`config.mk`:
```
export PLATFORM = sky130hd
export DESIGN_NAME = gram_matrix_accumulator
export DESIGN_NICKNAME = d
export VERILOG_FILES = /design/src/rtl/core/gma_pkg.sv /design/src/rtl/core/gram_matrix_accumulator.sv
export VERILOG_INCLUDE_DIRS = /design/src /design/src/rtl/core
export SDC_FILE = /design/constraint.sdc
export NUM_CORES = 2
export LEC_CHECK = 0
export BUFFER_PORTS_ARGS = -buffer_cell sky130_fd_sc_hd__buf_2
export CAP_MARGIN = 10
export CORE_ASPECT_RATIO = 1.4
export CORE_MARGIN = 1.5
export CORE_UTILIZATION = 65
export DETAILED_ROUTE_END_ITERATION = 8
export GPL_TIMING_DRIVEN = 0
export HOLD_SLACK_MARGIN = 0.1
export PLACE_DENSITY_LB_ADDON = 0.05
export SLEW_MARGIN = 0
export SYNTH_ARGS = -nofsm -noshare
export SYNTH_HDL_FRONTEND = slang
export SYNTH_SLANG_ARGS = --single-unit
```
`constraint.sdc`:
```
create_clock -name clk -period 16.27 [get_ports clk]
set_input_delay 3.254 -clock clk [delete_from_list [all_inputs] [get_ports clk]]
set_output_delay 3.254 -clock clk [all_outputs]
set_load 0.01 [all_outputs]
```
`src/rtl/core/gram_matrix_accumulator_defines.svh`:
```
// Assertion macros for the sum-of-products matrix accumulator.
// Depends on nothing; included by the top level only.
`ifndef GRAM_MATRIX_ACCUMULATOR_DEFINES_SVH
`define GRAM_MATRIX_ACCUMULATOR_DEFINES_SVH

// Implication in the same cycle, checking suspended during reset.
`define GMA_ASSERT_NOW(label, clk, rst, ante, cons, msg) \
  label: assert property (@(posedge clk) disable iff (rst) (ante) |-> (cons)) \
    else $error(msg);

// Implication into the following cycle, checking suspended during reset.
`define GMA_ASSERT_NEXT(label, clk, rst, ante, cons, msg) \
  label: assert property (@(posedge clk) disable iff (rst) (ante) |=> (cons)) \
    else $error(msg);

`endif

```
`src/rtl/core/gma_pkg.sv`:
```
// Shared constants, command codes and helper functions of the matrix accumulator.
// Depends on nothing.
package gma_pkg;

  localparam int SIG_W   = 20;
  localparam int PROD_W  = 2 * SIG_W;
  localparam int SUM_W   = 64;
  localparam int VEC_LEN = 6;
  localparam int TRI_LEN = 21;
  localparam int IDX_W   = 3;
  localparam int TRI_W   = 5;

  // Constant element of the vector: 1.0 in Q12.8
  localparam logic signed [SIG_W-1:0] Q_ONE = SIG_W'(256);

  localparam logic CMD_ACC  = 1'b0;
  localparam logic CMD_READ = 1'b1;

  localparam logic [IDX_W-1:0] IDX_LAST = IDX_W'(VEC_LEN - 1);

  // Start of each row in the packed upper triangle
  function automatic logic [TRI_W-1:0] row_base(input logic [IDX_W-1:0] r);
    logic [TRI_W-1:0] b;
    case (r)
      3'd0:    b = TRI_W'(0);
      3'd1:    b = TRI_W'(6);
      3'd2:    b = TRI_W'(11);
      3'd3:    b = TRI_W'(15);
      3'd4:    b = TRI_W'(18);
      3'd5:    b = TRI_W'(20);
      default: b = TRI_W'(0);
    endcase
    return b;
  endfunction

  // Packed index of entry (r,c), mirrored so the smaller index is the row
  function automatic logic [TRI_W-1:0] tri_index(input logic [IDX_W-1:0] r,
                                                 input logic [IDX_W-1:0] c);
    logic [IDX_W-1:0] lo;
    logic [IDX_W-1:0] hi;
    lo = (r < c) ? r : c;
    hi = (r < c) ? c : r;
    return row_base(lo) + TRI_W'(hi - lo);
  endfunction

  // Saturating add of a product into a 64-bit sum
  function automatic logic signed [SUM_W-1:0] sat_add(input logic signed [SUM_W-1:0] a,
                                                      input logic signed [PROD_W-1:0] b);
    logic signed [SUM_W:0] s;
    s = {a[SUM_W-1], a} + (SUM_W+1)'(b);
    if (s[SUM_W] != s[SUM_W-1]) begin
      return s[SUM_W] ? {1'b1, {(SUM_W-1){1'b0}}} : {1'b0, {(SUM_W-1){1'b1}}};
    end
    return s[SUM_W-1:0];
  endfunction

endpackage

```
`src/rtl/core/gram_matrix_accumulator.sv`:
```
// An accumulate word with hit set keeps busy high while its 21 products go through the one
// shared multiplier, one per cycle, and through the final write-back; one without hit or for
// an absent detector is dropped at once. A read word gives its strobe in the cycle after
// acceptance, busy high for that one cycle. No word is accepted while busy.
// Reset (rst, synchronous, active high) clears the sequencer and every entry's valid flag;
// an entry not yet written reads as zero, so no clearing pass is needed.
`include "gram_matrix_accumulator_defines.svh"

module gram_matrix_accumulator
  import gma_pkg::*;
#(
  parameter int NUM_DETECTORS = 2
) (
  input  logic                    clk,
  input  logic                    rst,
  input  logic                    start,
  output logic                    busy,
  input  logic                    command,
  input  logic                    detector,
  input  logic                    hit,
  input  logic signed [SIG_W-1:0] common_signal,
  input  logic signed [SIG_W-1:0] sector_1,
  input  logic signed [SIG_W-1:0] sector_2,
  input  logic signed [SIG_W-1:0] sector_3,
  input  logic signed [SIG_W-1:0] sector_4,
  input  logic [IDX_W-1:0]        read_row,
  input  logic [IDX_W-1:0]        read_col,
  output logic                    strobe,
  output logic signed [SUM_W-1:0] sum_value
);

  localparam int Depth = NUM_DETECTORS * TRI_LEN;
  localparam int AddrW = $clog2(Depth);

  // Sequencer codes
  localparam logic [1:0] S_IDLE  = 2'd0;
  localparam logic [1:0] S_ACC   = 2'd1;
  localparam logic [1:0] S_DRAIN = 2'd2;
  localparam logic [1:0] S_READ  = 2'd3;

  logic [1:0]              state;
  logic [IDX_W-1:0]        i;
  logic [IDX_W-1:0]        j;
  logic [TRI_W-1:0]        k;
  logic [AddrW-1:0]        acc_addr;
  logic signed [SIG_W-1:0] vec [VEC_LEN-1];

  // Product stage, one word behind the address stage
  logic signed [PROD_W-1:0] prod;
  logic                     pipe_vld;
  logic [AddrW-1:0]         pipe_addr;

  // Matrix store and its read port
  logic [SUM_W-1:0] mem [Depth];
  logic [Depth-1:0] valid;
  logic [SUM_W-1:0] rd_data;
  logic             rd_vld;
  logic             rd_ok;

  logic                     accept;
  logic                     det_ok;
  logic                     idx_ok;
  logic [AddrW-1:0]         det_base;
  logic [AddrW-1:0]         port_addr;
  logic [AddrW-1:0]         rd_addr;
  logic signed [SIG_W-1:0]  op_a;
  logic signed [SIG_W-1:0]  op_b;
  logic signed [SUM_W-1:0]  old_sum;
  logic signed [SUM_W-1:0]  wr_data;

  assign busy   = (state != S_IDLE);
  assign accept = start && !busy;
  assign det_ok = (int'(detector) < NUM_DETECTORS);
  assign idx_ok = (read_row <= IDX_LAST) && (read_col <= IDX_LAST);

  // Base of the selected detector's triangle; hold at zero for an absent one
  assign det_base  = (det_ok && detector) ? AddrW'(TRI_LEN) : '0;
  assign port_addr = det_base + AddrW'(tri_index(read_row, read_col));

  // Address the store from the ports when idle, from the walk otherwise
  assign rd_addr = (state == S_IDLE) ? port_addr : acc_addr;

  // Operand select for the shared multiplier; index 5 is the constant one
  assign op_a = (i == IDX_LAST) ? Q_ONE : vec[i];
  assign op_b = (j == IDX_LAST) ? Q_ONE : vec[j];

  // Write-back: an entry never written counts as zero
  assign old_sum = rd_vld ? rd_data : '0;
  assign wr_data = sat_add(old_sum, prod);

  // Sequencer: walk the 21 upper-triangle entries row by row
  always_ff @(posedge clk) begin
    if (rst) begin
      state <= S_IDLE;
      i     <= '0;
      j     <= '0;
      k     <= '0;
    end else begin
      case (state)
        S_IDLE: begin
          if (accept) begin
            i <= '0;
            j <= '0;
            k <= '0;
            if (command == CMD_READ) begin
              state <= S_READ;
            end else if (hit && det_ok) begin
              state <= S_ACC;
            end
          end
        end
        S_ACC: begin
          k <= k + TRI_W'(1);
          if (j == IDX_LAST) begin
            i <= i + IDX_W'(1);
            j <= i + IDX_W'(1);
          end else begin
            j <= j + IDX_W'(1);
          end
          if (k == TRI_W'(TRI_LEN - 1)) begin
            state <= S_DRAIN;
          end
        end
        S_DRAIN: state <= S_IDLE;
        S_READ:  state <= S_IDLE;
        default: state <= S_IDLE;
      endcase
    end
  end

  // Capture the event vector and the walk's start address
  always_ff @(posedge clk) begin
    if (accept) begin
      vec[0]   <= common_signal;
      vec[1]   <= sector_1;
      vec[2]   <= sector_2;
      vec[3]   <= sector_3;
      vec[4]   <= sector_4;
      acc_addr <= det_base;
    end else if (state == S_ACC) begin
      acc_addr <= acc_addr + AddrW'(1);
    end
  end

  // One product per cycle; the address travels with it to the write-back
  always_ff @(posedge clk) begin
    prod      <= PROD_W'(op_a) * PROD_W'(op_b);
    pipe_addr <= acc_addr;
  end

  always_ff @(posedge clk) begin
    if (rst) begin
      pipe_vld <= 1'b0;
      valid    <= '0;
      rd_vld   <= 1'b0;
      rd_ok    <= 1'b0;
    end else begin
      pipe_vld <= (state == S_ACC);
      rd_vld   <= valid[rd_addr];
      if (accept) begin
        rd_ok <= det_ok && idx_ok;
      end
      if (pipe_vld) begin
        valid[pipe_addr] <= 1'b1;
      end
    end
  end

  // Store: one write port for the write-back, one registered read port
  always_ff @(posedge clk) begin
    if (pipe_vld) begin
      mem[pipe_addr] <= wr_data;
    end
    rd_data <= mem[rd_addr];
  end

  // Present a read result for exactly one cycle; zero for a bad index or detector
  assign strobe    = (state == S_READ);
  assign sum_value = (rd_ok && rd_vld) ? rd_data : '0;

  `GMA_ASSERT_NEXT(a_read_gives_strobe, clk, rst, accept && (command == CMD_READ), strobe, "read word did not produce a strobe")
  `GMA_ASSERT_NEXT(a_strobe_single, clk, rst, strobe, !strobe && !busy, "strobe held beyond one cycle")
  `GMA_ASSERT_NOW(a_walk_in_range, clk, rst, state == S_ACC, k < TRI_W'(TRI_LEN), "triangle walk ran past its end")
  `GMA_ASSERT_NOW(a_writeback_follows_walk, clk, rst, pipe_vld, $past(state == S_ACC), "write-back without a preceding product")

endmodule
```
Yosys cells after proc, flatten, opt, wreduce, memory -nomap -nowiden --
Memory sizes are Yosys's and may differ from the RTL's. A register that Yosys moved wholly into a read port is not among the register bits. Index checks and enable logic that the tools add are counted.
Operators by class: $mul 1, reduce and logical (&&, ||, !) cells 13, mux-type cells 39, bitwise gates (word level) 1, eq/ne operators 16, order comparisons 6, $add $sub $neg 8
Operator list (number):
- $mux 64 | 5
- $add 64x40->65 | 1
- $or 42x42->42 | 1
- $mul 20x20->40 | 1
- $mux 20 | 2
- $mux 3 | 9
- $pmux 5 s5 | 1
- $mux 6 | 3
- $lt 6x7->1 const B | 2
- $eq 3x3->1 const B | 4
- $pmux 3 s2 | 2
- $mux 5 | 2
- $pmux 5 s2 | 1
- $mux 2 | 4
- $mux 1 | 7
- $add 3x1->3 const B | 2
- $add 5x5->6 | 1
- $add 6x1->6 const B | 1
- $bmux 1 s6 | 1
- $demux 1 s6 | 1
- $eq 3x2->1 const B | 2
- $ge 6x1->1 const B | 1
- $le 3x3->1 const B | 2
- $ne 2x2->1 const B | 3
- 18 further kinds | 25
Storage, ports and cells: input port bits 112, flip-flop bits (word level) 110, RAM bits 2788, memories 2
Memories:
- mem | words 42, bits a word 64, read ports 1, clocked after memory_dff 1, write ports 1, line gram_matrix_accumulator.sv:54 | logic [SUM_W-1:0] mem [Depth];
- vec | words 5, bits a word 20, read ports 2, clocked after memory_dff 2, write ports 5, line gram_matrix_accumulator.sv:46 | logic signed [SIG_W-1:0] vec [VEC_LEN-1];

Longest topological paths before layout --
word-level depth 9, gate-level depth with buffers 32, depth with buffers taken out 30

Worst setup path before layout --
No wires, ideal clock.
kind reg2reg, start point reg with a tool-made name, end point reg prod[34], data arrival time 8167 ps, buffers on the path 3, slack 8007 ps, setup time 95 ps, data required time 16175 ps, stages on the path, launching flop included 29, path through dfxtp_1 clkbuf_1 mux4_2 nor2b_1 a211oi_1 clkbuf_1 clkbuf_1 nor2_1 fa_1 inv_1 fa_1 fa_1 inv_1 fa_1 fa_1 fa_1 inv_1 fa_1 inv_1 ha_1 and3_1 and3_1 nand2_1 o221ai_1 nand4_1 a311oi_1 a21o_1 nand2_1 a221oi_1
RTL lines:
- end signal, assigned | line gram_matrix_accumulator.sv:147 | prod <= PROD_W'(op_a) * PROD_W'(op_b);
- end, declared | line gram_matrix_accumulator.sv:49 | logic signed [PROD_W-1:0] prod;

==> impl_metrics.py <==
metrics = {
    "outcome": {
        "run_status": "finished, final reports clean",
    },
    "logic_synthesis": {
        "synth.avg_cell_area_um2": 16.8,
        "netlist.top_cell.by_area": "edfxtp_1",
        "post_synth_inst_count": 7938,
        "post-synth-top-area-fraction_pct": 63.0,
        "synth_seq_area_share_pct": 65.6,
        "synth-main-ff-cell": "edfxtp_1",
        "yosysWarningCount": 0,
        "synth_common_cells": "2794 x edfxtp_1, 714 x nand2_1, 690 x mux4_2, 508 x inv_1, 471 x nor2_1",
        "mappedNetlistArea_um2": 133000,
        "synth_enable_flop_cells": 2794,
        "synthArstFlopShare_pct": 0,
        "yosys-top-cells-area": "edfxtp_1 63%, mux4_2 12%, fa_1 6.3%",
        "synth_most_common_cell": "edfxtp_1",
        "syn_nets": 8663,
        "yosys_register_bits": 2968,
        "synth.lib_cells_used.distinct": 82,
    },
    "worst_setup_path": {
        "crit_path_frequent_cell": "fa_1",
        "cp.buffers_inverters": 7,
        "worst_path_max_delay_cell": "clkbuf_1",
        "setup.worst_path.end_class": "flop",
        "critical_path_required_time_ps": 16990,
        "path_class": "reg -> reg",
        "worst_ep_arrival_time_ps": 11390,
        "r2r_slack_ps": 5600,
        "critical_path.startpoint_type": "flop",
        "crit_path_max_fanout": 10,
        "slowest_delay_ps": 810,
        "critical_path.top_delay_family": "adder cells",
    },
    "clocking": {
        "path_clk_slew_ps": 60,
        "ctsHtreeMaxLevel": 5,
        "cts_tree": "built",
        "max-clock-path-buffers": 4,
        "hold_buffers": 0,
        "cts-buffers-inserted": 278,
        "ctsRootBufferMaster": "clkbuf_16",
        "insertion_delay_ps": 890,
        "cts_resized": 0,
        "buffer_count_from_post_cts_setup_fixing": 0,
        "clkSinkCount": 2968,
    },
    "sta": {
        "timing.final.setup_violations": 0,
        "worst_slew_margin_rel_pct": 5.53,
        "finalCritPeriodShare_pct": 65.6,
        "setup_total_negative_slack_ps": 0,
        "worst_clock_skew_ps": 84.5,
        "worst_slew_pin_slew_ps": 1420,
        "rsz_0062_raised_after_global_routing": "false",
        "fmaxAchievable_mhz": 93.7,
        "min_period_ps": 10670,
        "whs_ps": 444,
        "finalMaxSlewViolations": 0,
        "hold_violations": 0,
    },
    "finish": {
        "layoutNonFillerInstCount": 11464,
        "layout-drive-gt1-share_pct": 19.8,
        "fill_cells": 12011,
        "stdcell_area_um2": 151000,
        "syn_to_final_growth_pct": 13.2,
        "fin_nets": 9299,
    },
    "drt": {
        "route.vias.total": 77243,
        "post_route_antenna_net_violation_count": 0,
        "drt_first_iter_violations": 9445,
        "dr.pass1.iters": 6,
        "routed_via_density": 6.74,
        "totalWireLength_um": 391000,
        "drc_errors": 0,
        "detail_route.wl_per_cell_um": 34.1,
    },
    "grt": {
        "first_pass_grt_wire_length_um": 555000,
        "globalRoute.totalOverflow": 0,
        "grt_start_max_net_pins": 79,
        "first_global_vias": 78712,
        "grt_antenna_before_repair": 29,
        "global_route.usage.total_pct": 38.2,
    },
    "flow_run": {
        "max_cap_violations": 0,
    },
    "placed_design": {
        "dp_hpwl_um": 280000,
        "postPlaceCellArea_um2": 142000,
        "placedCellCount": 10967,
        "place.gp.congestion": 0.986,
        "placement.io_buffers": 177,
    },
    "min_path": {
        "worst_hold_path_type": "reg -> reg",
    },
    "floorplanning": {
        "core-area_um2": 204000,
        "floorplan.initialDensity_pct": 65.4,
        "dieArea_um2": 208000,
        "die_height_um": 538,
        "chipWidth_um": 385,
        "num_rows": 196,
        "io-pin-count": 178,
    },
}
-- cell families after synthesis --
family | share of synthesized area (%)
flops | 65.6
mux | 13.7
xor+xnor | 0.757
fa+ha+maj | 8.16
simple gates | 5.18
compound gates | 3.79
buf+inv | 2.78
-- registers in the layout, indices dropped and copies added, names as in the netlist, named ones only --
signal,flops
mem,2688
vec,100
rd_data,64
valid,42
prod,40
acc_addr,6
pipe_addr,6
k,5
i,3
j,3
state,2
pipe_vld,1
rd_ok,1
rd_vld,1
-- metal layers --
layer	part of all wire [%]	vias up	track usage [%]
met2	48	5108	60.9
li1	-	31322	-
met3	11	1167	7.90
met5	0.030	-	0
met1	34	39628	49.4
met4	6.9	18	21.5
-- layout make-up --
| cell class | instances | area [um^2] | share of cell area (%) |
|---|---|---|---|
| flip-flops and latches | 2968 | 87400 | 58.0 |
| multi-input cells | 4051 | 42900 | 28.4 |
| clock buffers | 344 | 7390 | 4.90 |
| repair buffers | 356 | 4490 | 2.98 |
| well taps | 2673 | 3340 | 2.22 |
| inverters | 509 | 1910 | 1.27 |
| plain buffers | 410 | 1800 | 1.19 |
| clock inverters | 146 | 1540 | 1.02 |
| diodes | 7 | 17.5 | 0.0116 |
-- cell usage in the layout (no fill, tap or decap), drive strengths merged, types with 82 or more instances in the layout --
| cell type | netlist | final |
|---|---|---|
| edfxtp | 2794 | 2794 |
| nand2 | 715 | 715 |
| mux4 | 690 | 690 |
| clkbuf | 244 | 588 |
| inv | 509 | 526 |
| buf | 166 | 522 |
| nor2 | 473 | 473 |
| fa | 422 | 422 |
| a21oi | 307 | 307 |
| mux2i | 233 | 233 |
| ha | 191 | 191 |
| dfxtp | 174 | 174 |
| o21ai | 104 | 104 |
| and2 | 98 | 98 |
| clkinv | 0 | 97 |
| a211oi | 87 | 87 |
| and3 | 82 | 82 |
-- final timing paths --
kind | cells after the start | end | startpoint
setup / recovery | 28 | prod[34] | flop
hold / removal | 0 | pipe_addr[5] | acc_addr[5]
setup reg to reg | 28 | prod[34] | flop
hold reg to reg | 0 | pipe_addr[5] | acc_addr[5]
-- per-stage QoR --
stage	utilization, %	setup WS [ps]
floorplan	-	8010
global placement	67.5	4640
detailed placement	69.7	5360
CTS	74.0	5630
global route	74.1	5240
finish	74.1	5600
Power is not shown: default switching activity piles up to over one toggle a cycle in this logic, so the estimate is an artifact.
